<file path="src/rtl/dsc_ram.sv">
// generic single-port-write, single-port-read ram with registered read data
// no dependencies
`default_nettype none

module dsc_ram #(
    parameter int WIDTH = 8,
    parameter int DEPTH = 16
)(
    input  wire logic                     clk,
    input  wire logic                     we,
    input  wire logic [$clog2(DEPTH)-1:0] waddr,
    input  wire logic [WIDTH-1:0]         wdata,
    input  wire logic                     re,
    input  wire logic [$clog2(DEPTH)-1:0] raddr,
    output logic      [WIDTH-1:0]         rdata
);

    logic [WIDTH-1:0] mem_reg [DEPTH];
    logic [WIDTH-1:0] rdata_reg;

    always_ff @(posedge clk)
    begin
        if (we)
        begin
            mem_reg[waddr] <= wdata;
        end
        if (re)
        begin
            rdata_reg <= mem_reg[raddr];
        end
    end

    assign rdata = rdata_reg;

endmodule

`default_nettype wire

</file>
<file path="config.mk">
export PLATFORM = sky130hd
export DESIGN_NAME = dsc_ram
export DESIGN_NICKNAME = d
export VERILOG_FILES = /design/src/rtl/dsc_ram.sv
export SDC_FILE = /design/constraint.sdc
export NUM_CORES = 1
export LEC_CHECK = 0
export BUFFER_PORTS_ARGS = -buffer_cell sky130_fd_sc_hd__buf_2
export CAP_MARGIN = 5
export CORE_ASPECT_RATIO = 1.1
export CORE_MARGIN = 4
export CORE_UTILIZATION = 25
export CTS_BUF_LIST = sky130_fd_sc_hd__clkbuf_8
export CTS_CLUSTER_DIAMETER = 200
export DETAILED_ROUTE_END_ITERATION = 7
export GPL_TIMING_DRIVEN = 0
export PLACE_DENSITY = 0.36
export SKIP_CTS_REPAIR_TIMING = 1
export SLEW_MARGIN = 20
export SYNTH_ARGS = -nofsm -noshare
export SYNTH_HDL_FRONTEND = slang
export SYNTH_SLANG_ARGS = --single-unit
</file>
<file path="constraint.sdc">
create_clock -name clk -period 5 [get_ports clk]
set_input_delay 0.25 -clock clk [delete_from_list [all_inputs] [get_ports clk]]
set_output_delay 0.25 -clock clk [all_outputs]
set_load 0.01 [all_outputs]
</file>
# == Yosys cells after proc, flatten, opt, wreduce, memory -nomap -nowiden ==
# Memories as Yosys holds them, arrays and structs flattened. A register that Yosys moved wholly into a read port is not among the register bits.
# Cells that the tools add are included.
# op_classes
n_mux,2
# op_table
op,count
2-to-1 mux 1 bit,2
# word_totals
ff_bits,0
ram_bits,128
in_bits,19
mem_count,1
# mem_list
name,words,word_bits,rd,rd_clocked_by_memory_dff,write_ports,line,text
mem_reg,16,8,1,1,1,18,logic [WIDTH-1:0] mem_reg [DEPTH];

# == Logic depth before layout (Yosys ltp) ==
# depth
word_depth,2
mapped_depth,5

# == Worst setup path before layout ==
# Ideal clock, no wire load.
# synth_timing
path_kind,input -> register
from,input port waddr[2]
to,"memory mem_reg[0][0], enable pin"
arrival_ps,1360
slack_ps,3257
cell_stages,2
path_buffers,0
path_cell_list,or3b_2 > nor3_1
# synth_lines
element,line,text
start: declaration,11,"input wire logic [$clog2(DEPTH)-1:0] waddr,"
end: declaration,18,
# Straight into the memory's write port.

==> results.yml <==
outcome:
  status: "finished clean"
placement:
  dp_hpwl_um: 7790
  placedCellCount: 513
  portBuffers: 25
  gp_congestion: 0.691
layout:
  largest_reg_flops: 128
  fin_util_pct: 29.9
  instances_no_fill: 545
  fill_cells: 1976
  drive_gt1_share_pct: 31.1
  diodes: 0
  area_growth_pct: 17.8
  nets: 295
synth:
  synth_area_per_cell_um2: 22.8
  yosysMostFrequentCell: "edfxtp_1"
  synth_ff_type: "edfxtp_1"
  netlist_top_cells_area: "edfxtp_1, mux4_2, mux4_1"
  synth.distinct_cells: 18
  syn-num-nets: 248
  synth_cells: 229
  netlist.area_leader.share_pct: 78.1
  synth_edf_count: 136
  async_flop_share_pct: 0
  ys_ff_latch: 136
  ys_seq_area_share_pct: 78.1
  netlist_area_um2: 5230
  synth_top_cell_by_area: "edfxtp_1"
  yosys-top-cells-count: "edfxtp_1, mux4_2, a22oi_1, mux4_1, nor2_1"
  ys_warn_count: 0
sta:
  drv_slew: 0
  grt_setup_unrepaired: "no"
  tightest_slew_ns: 0.947
  max_freq_ghz: 0.591
  min_period_over_period_pct: 33.9
  hold_viol: 0
  relSlewSlack_pct: 36.7
  setup_viol: 0
  fin_hold_ws_ns: 0.144
  clock_skew_ns: 0.00763
  timing.final.crit_period_ns: 1.69
  fin_tns_setup_ns: 0
route:
  drt-total-wl_um: 12000
  wl_per_cell_um: 22.0
  ant_nets: 0
  drt_iter0_drc: 118
  drc: 0
  vias_per_cell: 4.35
  drtPass1Iterations: 4
  via_count: 2372
global_routing:
  grt_pass1_vias: 2594
  grt_pass1_wl_um: 17500
  antenna_found_initial: 0
  track_usage_pct: 10.8
  grt_max_degree: 17
  gr-total-overflow: 0
setup_path:
  cp.required_ns: 5.18
  crit-reg2reg-launch: "mem_reg[1][2]"
  worst_setup_path_end_kind: "flop"
  worstSetupPathType: "reg2reg"
  cp-startpoint: "mem_reg[1][2]"
  worstPathMaxFanout: 1
  worstSetupStartpointType: "flop"
  reg2reg_slack_ns: 3.31
  crit_arrival_ns: 1.87
  r2r_cells: 3
die:
  num_rows: 55
  dieArea_um2: 23300
  fp.dieW_um: 146
  initial_core_util_pct: 25.4
  coreArea_um2: 20600
  num_io_pins: 27
  dieHeight_um: 160
worst_hold_path:
  hold_depth: 1
  hp-class: "in2reg"
  hold_start: "re"
cts:
  clockRootBuffer: "clkbuf_8"
  clk_path_buf_depth: 2
  tritoncts: "yes"
  clock_latency_ns: 0.43
  cts_buffers: 17
  clkSinkCount: 136
  cts.reportedPaths.clkPinSlew_ns: 0.08
  htree_levels: 4
power:
  leakage_uw: 0.00200
  power.density_nw_per_um2: 394
  peakVddDrop_uv: 136
job:
  maxCapViolations: 0
-- critical path: stages (launching register included) --
cell      delay [ns]
edfxtp_1        0.36
mux4_1          0.55
a22oi_1         0.41
nand2_1         0.11
-- routing by layer --
layer  track usage [%]  part of all wire, %  vias up
li1                  -                    -     1075
met1              14.1                   47     1228
met2              17.2                   48       54
met3              3.04                  3.5       15
met4              4.40                  1.6        0
met5                 0                    0        -
-- cell type report --
cell class | instances | area [um^2] | area share (%)
Sequential cell | 136 | 4080 | 66.3
Tap cell | 256 | 320 | 5.20
Clock inverter | 15 | 209 | 3.39
Buffer | 10 | 86.3 | 1.40
Timing Repair Buffer | 28 | 148 | 2.40
Multi-Input combinational cell | 83 | 1080 | 17.5
Clock buffer | 17 | 234 | 3.80
-- kinds of logic after synthesis --
logic type / after synthesis / share of synthesized area, %
flops: 136 / 78.1
simple gates: 35 / 3.14
mux: 32 / 14.8
compound gates: 16 / 2.30
buf+inv: 10 / 1.65
-- stage by stage --
step / total power [uW] / cell area (um^2) / worst slack [ns]
2_1_floorplan: 1380 / 5230 / 3.26
3_3_place_gp: 1450 / 5670 / 2.52
3_5_place_dp: 1450 / 5720 / 2.95
4_1_cts: 2460 / 6160 / 3.31
5_1_grt: 2520 / 6160 / 3.22
6_report: 2420 / 6160 / 3.31
-- worst paths after layout --
check / end
max: rdata[2]
max reg2reg: rdata[2]
min: rdata[6]
min reg2reg: rdata[3]
-- cells in the final DEF, fill, tap and decap left out --
cell	count
clkinv_2	3
or3b_2	1
mux4_1	14
buf_4	4
clkdlybuf4s25_2	3
nand2b_1	2
nand3b_1	2
clkinvlp_4	2
buf_2	28
edfxtp_1	136
inv_1	1
and2_1	1
nand2_1	9
nand3_1	1
clkbuf_8	17
a22oi_1	16
nor2b_1	1
nor3_2	4
buf_6	3
mux4_2	18
bufinv_16	5
clkinv_1	2
clkinv_4	2
nor2_1	13
and2b_1	1
-- report_power, final --
group          switching, uW  total, uW  internal (uW)
sequential              4.94       1290           1280
combinational           80.9        131           50.1
clock                    419       1010            586
No activity file was read; power rests on OpenSTA's default activity.
