<file path="src/rtl/dsc_pkg.sv">
// shared types and constants for the divisible substring counter
// no dependencies; imported by dsc_mod and the top level of the block
`default_nettype none

package dsc_pkg;

    // fixed field widths
    localparam int MODULUS_W = 12;
    localparam int DIGIT_W   = 4;
    localparam int COUNT_W   = 32;

    localparam logic [MODULUS_W-1:0] MODULUS_RESET = 12'd2019;
    localparam logic [DIGIT_W-1:0]   TEN           = 4'd10;
    localparam logic [COUNT_W-1:0]   COUNT_MAX     = '1;

    // histogram entries carry a string tag, stale tags read as cleared
    localparam int                 EPOCH_W    = 8;
    localparam logic [EPOCH_W-1:0] EPOCH_LAST = '1;

    // a value below sixteen times the modulus reduces in four subtract steps
    localparam int SUM_STEPS = 4;

    typedef struct packed {
        logic busy;
        logic done;
    } dsc_mod_stat_t;

endpackage

`default_nettype wire

</file>
<file path="src/rtl/dsc_mod.sv">
// iterative modulo reduction: restoring subtract, one quotient bit per cycle
// depends on dsc_pkg for the status struct
`default_nettype none

module dsc_mod
    import dsc_pkg::*;
#(
    parameter int XW = 15,
    parameter int DW = 22,
    parameter int RW = 11,
    parameter int KW = 4
)(
    input  wire logic          clk,
    input  wire logic          rst_n,
    input  wire logic          start,
    input  wire logic [XW-1:0] x_in,
    input  wire logic [DW-1:0] dv_in,   // modulus already shifted left by cnt_in
    input  wire logic [KW-1:0] cnt_in,  // number of steps minus one
    output dsc_mod_stat_t      stat,
    output logic      [RW-1:0] result
);

    localparam int CW = (DW > XW) ? DW : XW;

    logic [XW-1:0] x_reg,    x_next;
    logic [DW-1:0] dv_reg,   dv_next;
    logic [KW-1:0] cnt_reg,  cnt_next;
    logic          busy_reg, busy_next;
    logic          done_reg, done_next;
    logic          fits;

    // compare at a common width
    assign fits = CW'(x_reg) >= CW'(dv_reg);

    always_comb
    begin
        x_next    = x_reg;
        dv_next   = dv_reg;
        cnt_next  = cnt_reg;
        busy_next = busy_reg;
        done_next = done_reg;
        if (start)
        begin
            x_next    = x_in;
            dv_next   = dv_in;
            cnt_next  = cnt_in;
            busy_next = 1'b1;
            done_next = 1'b0;
        end
        else if (busy_reg)
        begin
            if (fits)
            begin
                x_next = x_reg - XW'(dv_reg);
            end
            dv_next = dv_reg >> 1;
            if (cnt_reg == '0)
            begin
                busy_next = 1'b0;
                done_next = 1'b1;
            end
            else
            begin
                cnt_next = cnt_reg - 1'b1;
            end
        end
    end

    always_ff @(posedge clk or negedge rst_n)
    begin
        if (!rst_n)
        begin
            x_reg    <= '0;
            dv_reg   <= '0;
            cnt_reg  <= '0;
            busy_reg <= 1'b0;
            done_reg <= 1'b0;
        end
        else
        begin
            x_reg    <= x_next;
            dv_reg   <= dv_next;
            cnt_reg  <= cnt_next;
            busy_reg <= busy_next;
            done_reg <= done_next;
        end
    end

    assign stat.busy = busy_reg;
    assign stat.done = done_reg;
    assign result    = x_reg[RW-1:0];

endmodule

`default_nettype wire

</file>
<file path="config.mk">
export PLATFORM = sky130hd
export DESIGN_NAME = dsc_mod
export DESIGN_NICKNAME = d
export VERILOG_FILES = /design/src/rtl/dsc_pkg.sv /design/src/rtl/dsc_mod.sv
export SDC_FILE = /design/constraint.sdc
export NUM_CORES = 1
export LEC_CHECK = 0
export BUFFER_PORTS_ARGS = -buffer_cell sky130_fd_sc_hd__buf_2
export CAP_MARGIN = 10
export CORE_MARGIN = 5
export CORE_UTILIZATION = 55
export DETAILED_ROUTE_END_ITERATION = 7
export GPL_ROUTABILITY_DRIVEN = 0
export GPL_TIMING_DRIVEN = 0
export PLACE_DENSITY = 0.8
export SYNTH_ARGS = -nofsm -noshare
export SYNTH_HDL_FRONTEND = slang
export SYNTH_SLANG_ARGS = --single-unit
</file>
<file path="constraint.sdc">
create_clock -name clk -period 4.3 [get_ports clk]
set_clock_uncertainty 0.1 [all_clocks]
set_input_delay 0.86 -clock clk [delete_from_list [all_inputs] [get_ports clk]]
set_output_delay 0.86 -clock clk [all_outputs]
set_load 0.01 [all_outputs]
</file>
Word-level counts from Yosys, hierarchy flattened:

Index checks and enable logic that the tools add are counted.

* flip-flop bits (word level): 43
* output and inout bits: 13
* word-level logic and storage cells: 30

* add/subtract/negate cells: 2
* $lt $le $gt $ge: 1
* equality and inequality tests: 1
* muxes and demuxes: 14
* reduce and logical (&&, ||, !) cells: 7

Operators with widths (number)
* $mux W15: 3
* $mux W22: 2
* $ge A15 B22 Y1: 1
* $sub A15 B15 Y15: 1
* $mux W4: 3
* $mux W1: 6
* $reduce_and A2 Y1: 3
* $reduce_bool A2 Y1: 3
* $logic_not A4 Y1: 1
* $sub A4 B1 Y4 const B: 1
* $ne A2 B2 Y1 const B: 1

Depth between registers and ports, before layout:

* depth in word-level cells: 4
* mapped depth: 12
* depth with buffers taken out: 10

Least setup slack after synthesis:

OpenSTA, ideal clock, no wires.

* kind: register -> register
* start: reg x_reg[0]
* end: reg x_reg[0]
* arrival: 2.246 ns
* slack: 1.828 ns
* cell stages (with the launch flop): 13
* buffers on the path: 2
* period minus slack after synthesis: 2.472 ns
* cells stage by stage: dfrtp_1 inv_1 ha_1 inv_1 fa_1 a211oi_1 o31ai_4 o21ai_0 a31oi_1 clkbuf_8 buf_2 nand2_1 o21ai_0

* word-level cells in the longest chain between the ends: 4

RTL lines
* start: declaration: line dsc_mod.sv:25 `logic [XW-1:0] x_reg, x_next;`
* start signal: assignment: line dsc_mod.sv:81 `x_reg <= x_next;`
* $sub A15 B15 Y15: line dsc_mod.sv:54 `x_next = x_reg - XW'(dv_reg);`
* $mux W15: line dsc_mod.sv:52 `if (fits)`
* $mux W15: line dsc_mod.sv:50 `else if (busy_reg)`
* $mux W15: line dsc_mod.sv:42 `if (start)`

Several ways; a longest one is shown, not always the timed one. The select of a mux whose other input is x is not followed.
A chain may end at the register's enable or synchronous reset.

Final worst setup path:

Ends and elaborated chain as after synthesis.

==> reports/summary.md <==
Power spread over the standard cell area amounts to 608 mW/mm^2. Combined global-route utilization of all metal layers: 0.202. Adder and majority cell fraction of the synthesized area: 0.0755.

The worst-case headroom to the max-slew limit was 0.370. The cell sitting at the root of the clock tree is a clkbuf_8. The flip-flop and latch count after synthesis was 43; the average routed wire per standard cell was 15.0 microns. Setup violations remaining at the end of the flow were counted as 0. Setup repair after global routing left no endpoint under its margin.

Data on the critical path is required at its endpoint by 4.42 ns. The HPWL after detailed placement is 5.26 mm. The arrival time at the worst endpoint is 2.94 ns. The combined buffer and inverter count along the critical path is 4, and the clock period minus worst slack is 2.82 ns.

The max-slew violation total from the final report was 0. The critical path in this run is classified as register to register. The biggest cell delay along the critical path is 0.42 ns, and the number of search-and-repair iterations in the first detailed-routing pass is 4. At the pin with the least slew margin, the transition time is 0.945 ns. The detailed router finished its first iteration with 185 violations. The die is 82.8 microns tall.

After synthesis, the mean cell area works out to 8.76 sq um. Adding up every negative setup slack in the final design gives 0 ns. The tool flagged a number of max-cap violations equal to 0.

Entering global routing, the biggest net connects 44 pins. After detailed routing, the number of remaining DRC violations is 0. On the critical path, the stage with the largest delay is an instance of fa_1. The floorplan has 26 rows. The total leakage power was 1.70 nW. Post-synth net total: 394. Counting the buffers created by CTS gives 5.

Clock-pin slew was measured on the worst setup and hold paths at 0.09 ns. Measured along the x axis, the die boundary spans 82.8 microns. After global routing the overflow that remains totals 0. The area share of xor/xnor cells in the synthesized design came out at 0.0240. The library cell used most frequently in the layout, excluding fill and tap cells, is buf_2.

The first global-routing pass estimated 11.6 mm of wire. The fraction of the mapped netlist area in compound gates was 0.200. The most used flip-flop cell after synthesis was dfrtp_1.

The tools report the via count of the first global-routing pass as 2,533. The flip-flop count of the largest register, all copies and words added was 22; the share of synthesized registers carrying an async set or reset was 1.00. The area share of the largest cell type after synthesis was 0.369. The area share of and/or/nand/nor cells after synthesis is 0.139. STA classifies the critical path endpoint as a register. The run finished with clean final reports. The tools report the sequential-to-total area share from yosys stat as 0.369. The initial standard-cell utilization of the core was 0.568; the net total in the final layout was 457.

The number of flops mapped to enable cells by yosys was 0; the fraction of synthesized area in multiplexers was 0.100. The type of element launching the critical path is a register. In this run the number of H-tree levels came out at 2. The tools report the maximum clock frequency as 354 MHz.

For the total count of hold-check failures in the final report, the log shows 0. After synthesis, the cell types taking the most area are dfrtp_1 37%, mux2i_1 9.3%, ha_1 6.9%. The class of the worst hold path was register to register. The detail route stage leaves a number of antenna-violating nets equal to 0. The main combinational cell family by area after synthesis was compound AO/OA/AOI/OAI gates. The unique cell type count in the Yosys netlist was 49; the worst-path maximum fanout was 10. The worst-case IR drop observed on VDD is 0.000289 V.

The cell family contributing the most delay on the critical path is compound AO/OA/AOI/OAI gates. The tools report the number of vias in the routed layout as 2,568. The run gives 0.656 as the utilization of the core after routing. After technology mapping, the gate count stands at 333. The number of port buffers works out to 56.

The fraction of the cycle the final worst path needs was 0.656. For the buffer levels on the longest clock path, the log shows 2. The tools report the number of filler instances in the final layout as 473. Yosys printed 0 warnings. The area of the die was 0.00686 sq mm.

Relative to the synthesized area, the layout overhead comes to 15.5%. Summed over all layers, the routed wires come to 6.98 mm. In this run the post-CTS setup repair buffer count came out at 0.

Area of the mapped netlist: 0.00292 sq mm. The critical path goes through inv_1 -> ha_1 -> inv_1 -> fa_1 -> a211oi_1 -> o31ai_4 -> o21ai_0 -> a31oi_1 -> clkbuf_8 -> buf_2 -> o21ai_0. Buffers inserted to repair hold after CTS numbered 0. The tools report the initial antenna violation count as 0. The share of post-route cells with drive strength above 1 came out at 0.212. Clock tree synthesis found a total of 43 sinks. The top cell types in the final layout, fill and taps aside, are 58 x buf_2, 43 x dfrtp_1, 39 x nand2_1. The biggest area contributor in the post-synthesis netlist is dfrtp_1. TritonCTS built the clock tree.

The logs give 0.00514 sq mm for the area of the core region and 0.30 ns for the clock network latency to the later pin of the worst-skew pair. For the count of pins on the block boundary, the log shows 57. Dividing the detail-routed via count by the number of cells gives 5.50. 0 antenna diodes ended up in the layout. In this run, post-CTS repair resized a total of 0 instances.
[layer usage]
layer	wire length, microns	share of wire	vias up	global-route usage
li1	-	-	1282	-
met1	3110	0.45	1193	0.267
met2	3320	0.48	78	0.326
met3	393	0.056	15	0.0436
met4	156	0.022	0	0.0758
met5	0	0	-	0
[per-stage QoR]
step | worst slack [ns] | hold WS, ns | instances | power, mW | cell area [sq um]
detailed placement | 1.52 | 0.397 | 459 | 1.78 | 3290
CTS | 1.50 | 0.416 | 467 | 2.04 | 3370
finish | 1.48 | 0.415 | 467 | 2.05 | 3370
global placement | 1.56 | 0.385 | 459 | 1.74 | 3290
global route | 1.31 | 0.451 | 467 | 2.21 | 3370
floorplan | 1.83 | 0.364 | 333 | 1.50 | 2920
[worst paths after layout]
path                                             from                      to  slack (ns)  cells past startpoint
worst max-delay path             x_reg[0]$_DFFE_PN0P_    x_reg[0]$_DFFE_PN0P_        1.48                     11
worst min-delay path            x_reg[12]$_DFFE_PN0P_   x_reg[12]$_DFFE_PN0P_        0.41                      1
worst max register to register   x_reg[0]$_DFFE_PN0P_    x_reg[0]$_DFFE_PN0P_        1.48                     11
worst min register to register  x_reg[12]$_DFFE_PN0P_   x_reg[12]$_DFFE_PN0P_        0.41                      1
max in group asynchronous                       rst_n  dv_reg[20]$_DFFE_PN0P_        2.91                      1
min in group asynchronous                       rst_n  cnt_reg[3]$_DFFE_PN0P_        0.60                      1
[synthesized netlist by cell type (2+ instances only)]
master,n
nand3_1,5
and2_1,2
buf_1,4
clkbuf_1,10
nor2_1,24
o21ai_0,33
mux2_2,2
and3_1,2
a211oi_1,4
a21o_1,2
buf_2,2
nand4_1,3
nand2_1,39
a21oi_1,21
o311ai_0,2
xor2_1,2
mux2i_1,27
a31oi_1,5
or4_1,2
a21boi_0,2
xnor2_1,6
ha_1,16
a22o_1,2
o21a_1,6
dfrtp_1,43
nor3_1,2
o211ai_1,2
buf_4,13
o21bai_1,2
nor2b_1,4
inv_1,23
nand2b_1,4
[logic make-up (layout without fill, tap and decap cells)]
logic type	count (synthesis)	after routing
multiplexers	29	29
buffers and inverters	54	118
flip-flops	43	43
AND/OR/NAND/NOR	90	90
adder cells (fa/ha/maj)	17	17
XOR/XNOR	8	8
AO/OA/AOI/OAI	92	92
[cell type report]
| class | instances | area, sq um | share of cell area |
|---|---|---|---|
| Multi-Input combinational cell | 236 | 1570 | 0.466 |
| Timing Repair Buffer | 56 | 280 | 0.0831 |
| Clock buffer | 6 | 72.6 | 0.0215 |
| Inverter | 23 | 86.3 | 0.0256 |
| Tap cell | 70 | 87.6 | 0.0260 |
| Buffer | 31 | 185 | 0.0549 |
| Sequential cell | 43 | 1080 | 0.319 |
| Clock inverter | 2 | 12.5 | 0.00371 |
[where the power goes]
| group | internal [mW] | switching, mW |
|---|---|---|
| combinational | 0.541 | 0.632 |
| clock | 0.114 | 0.146 |
| sequential | 0.517 | 0.0971 |
(Power assumes the default switching activity.)
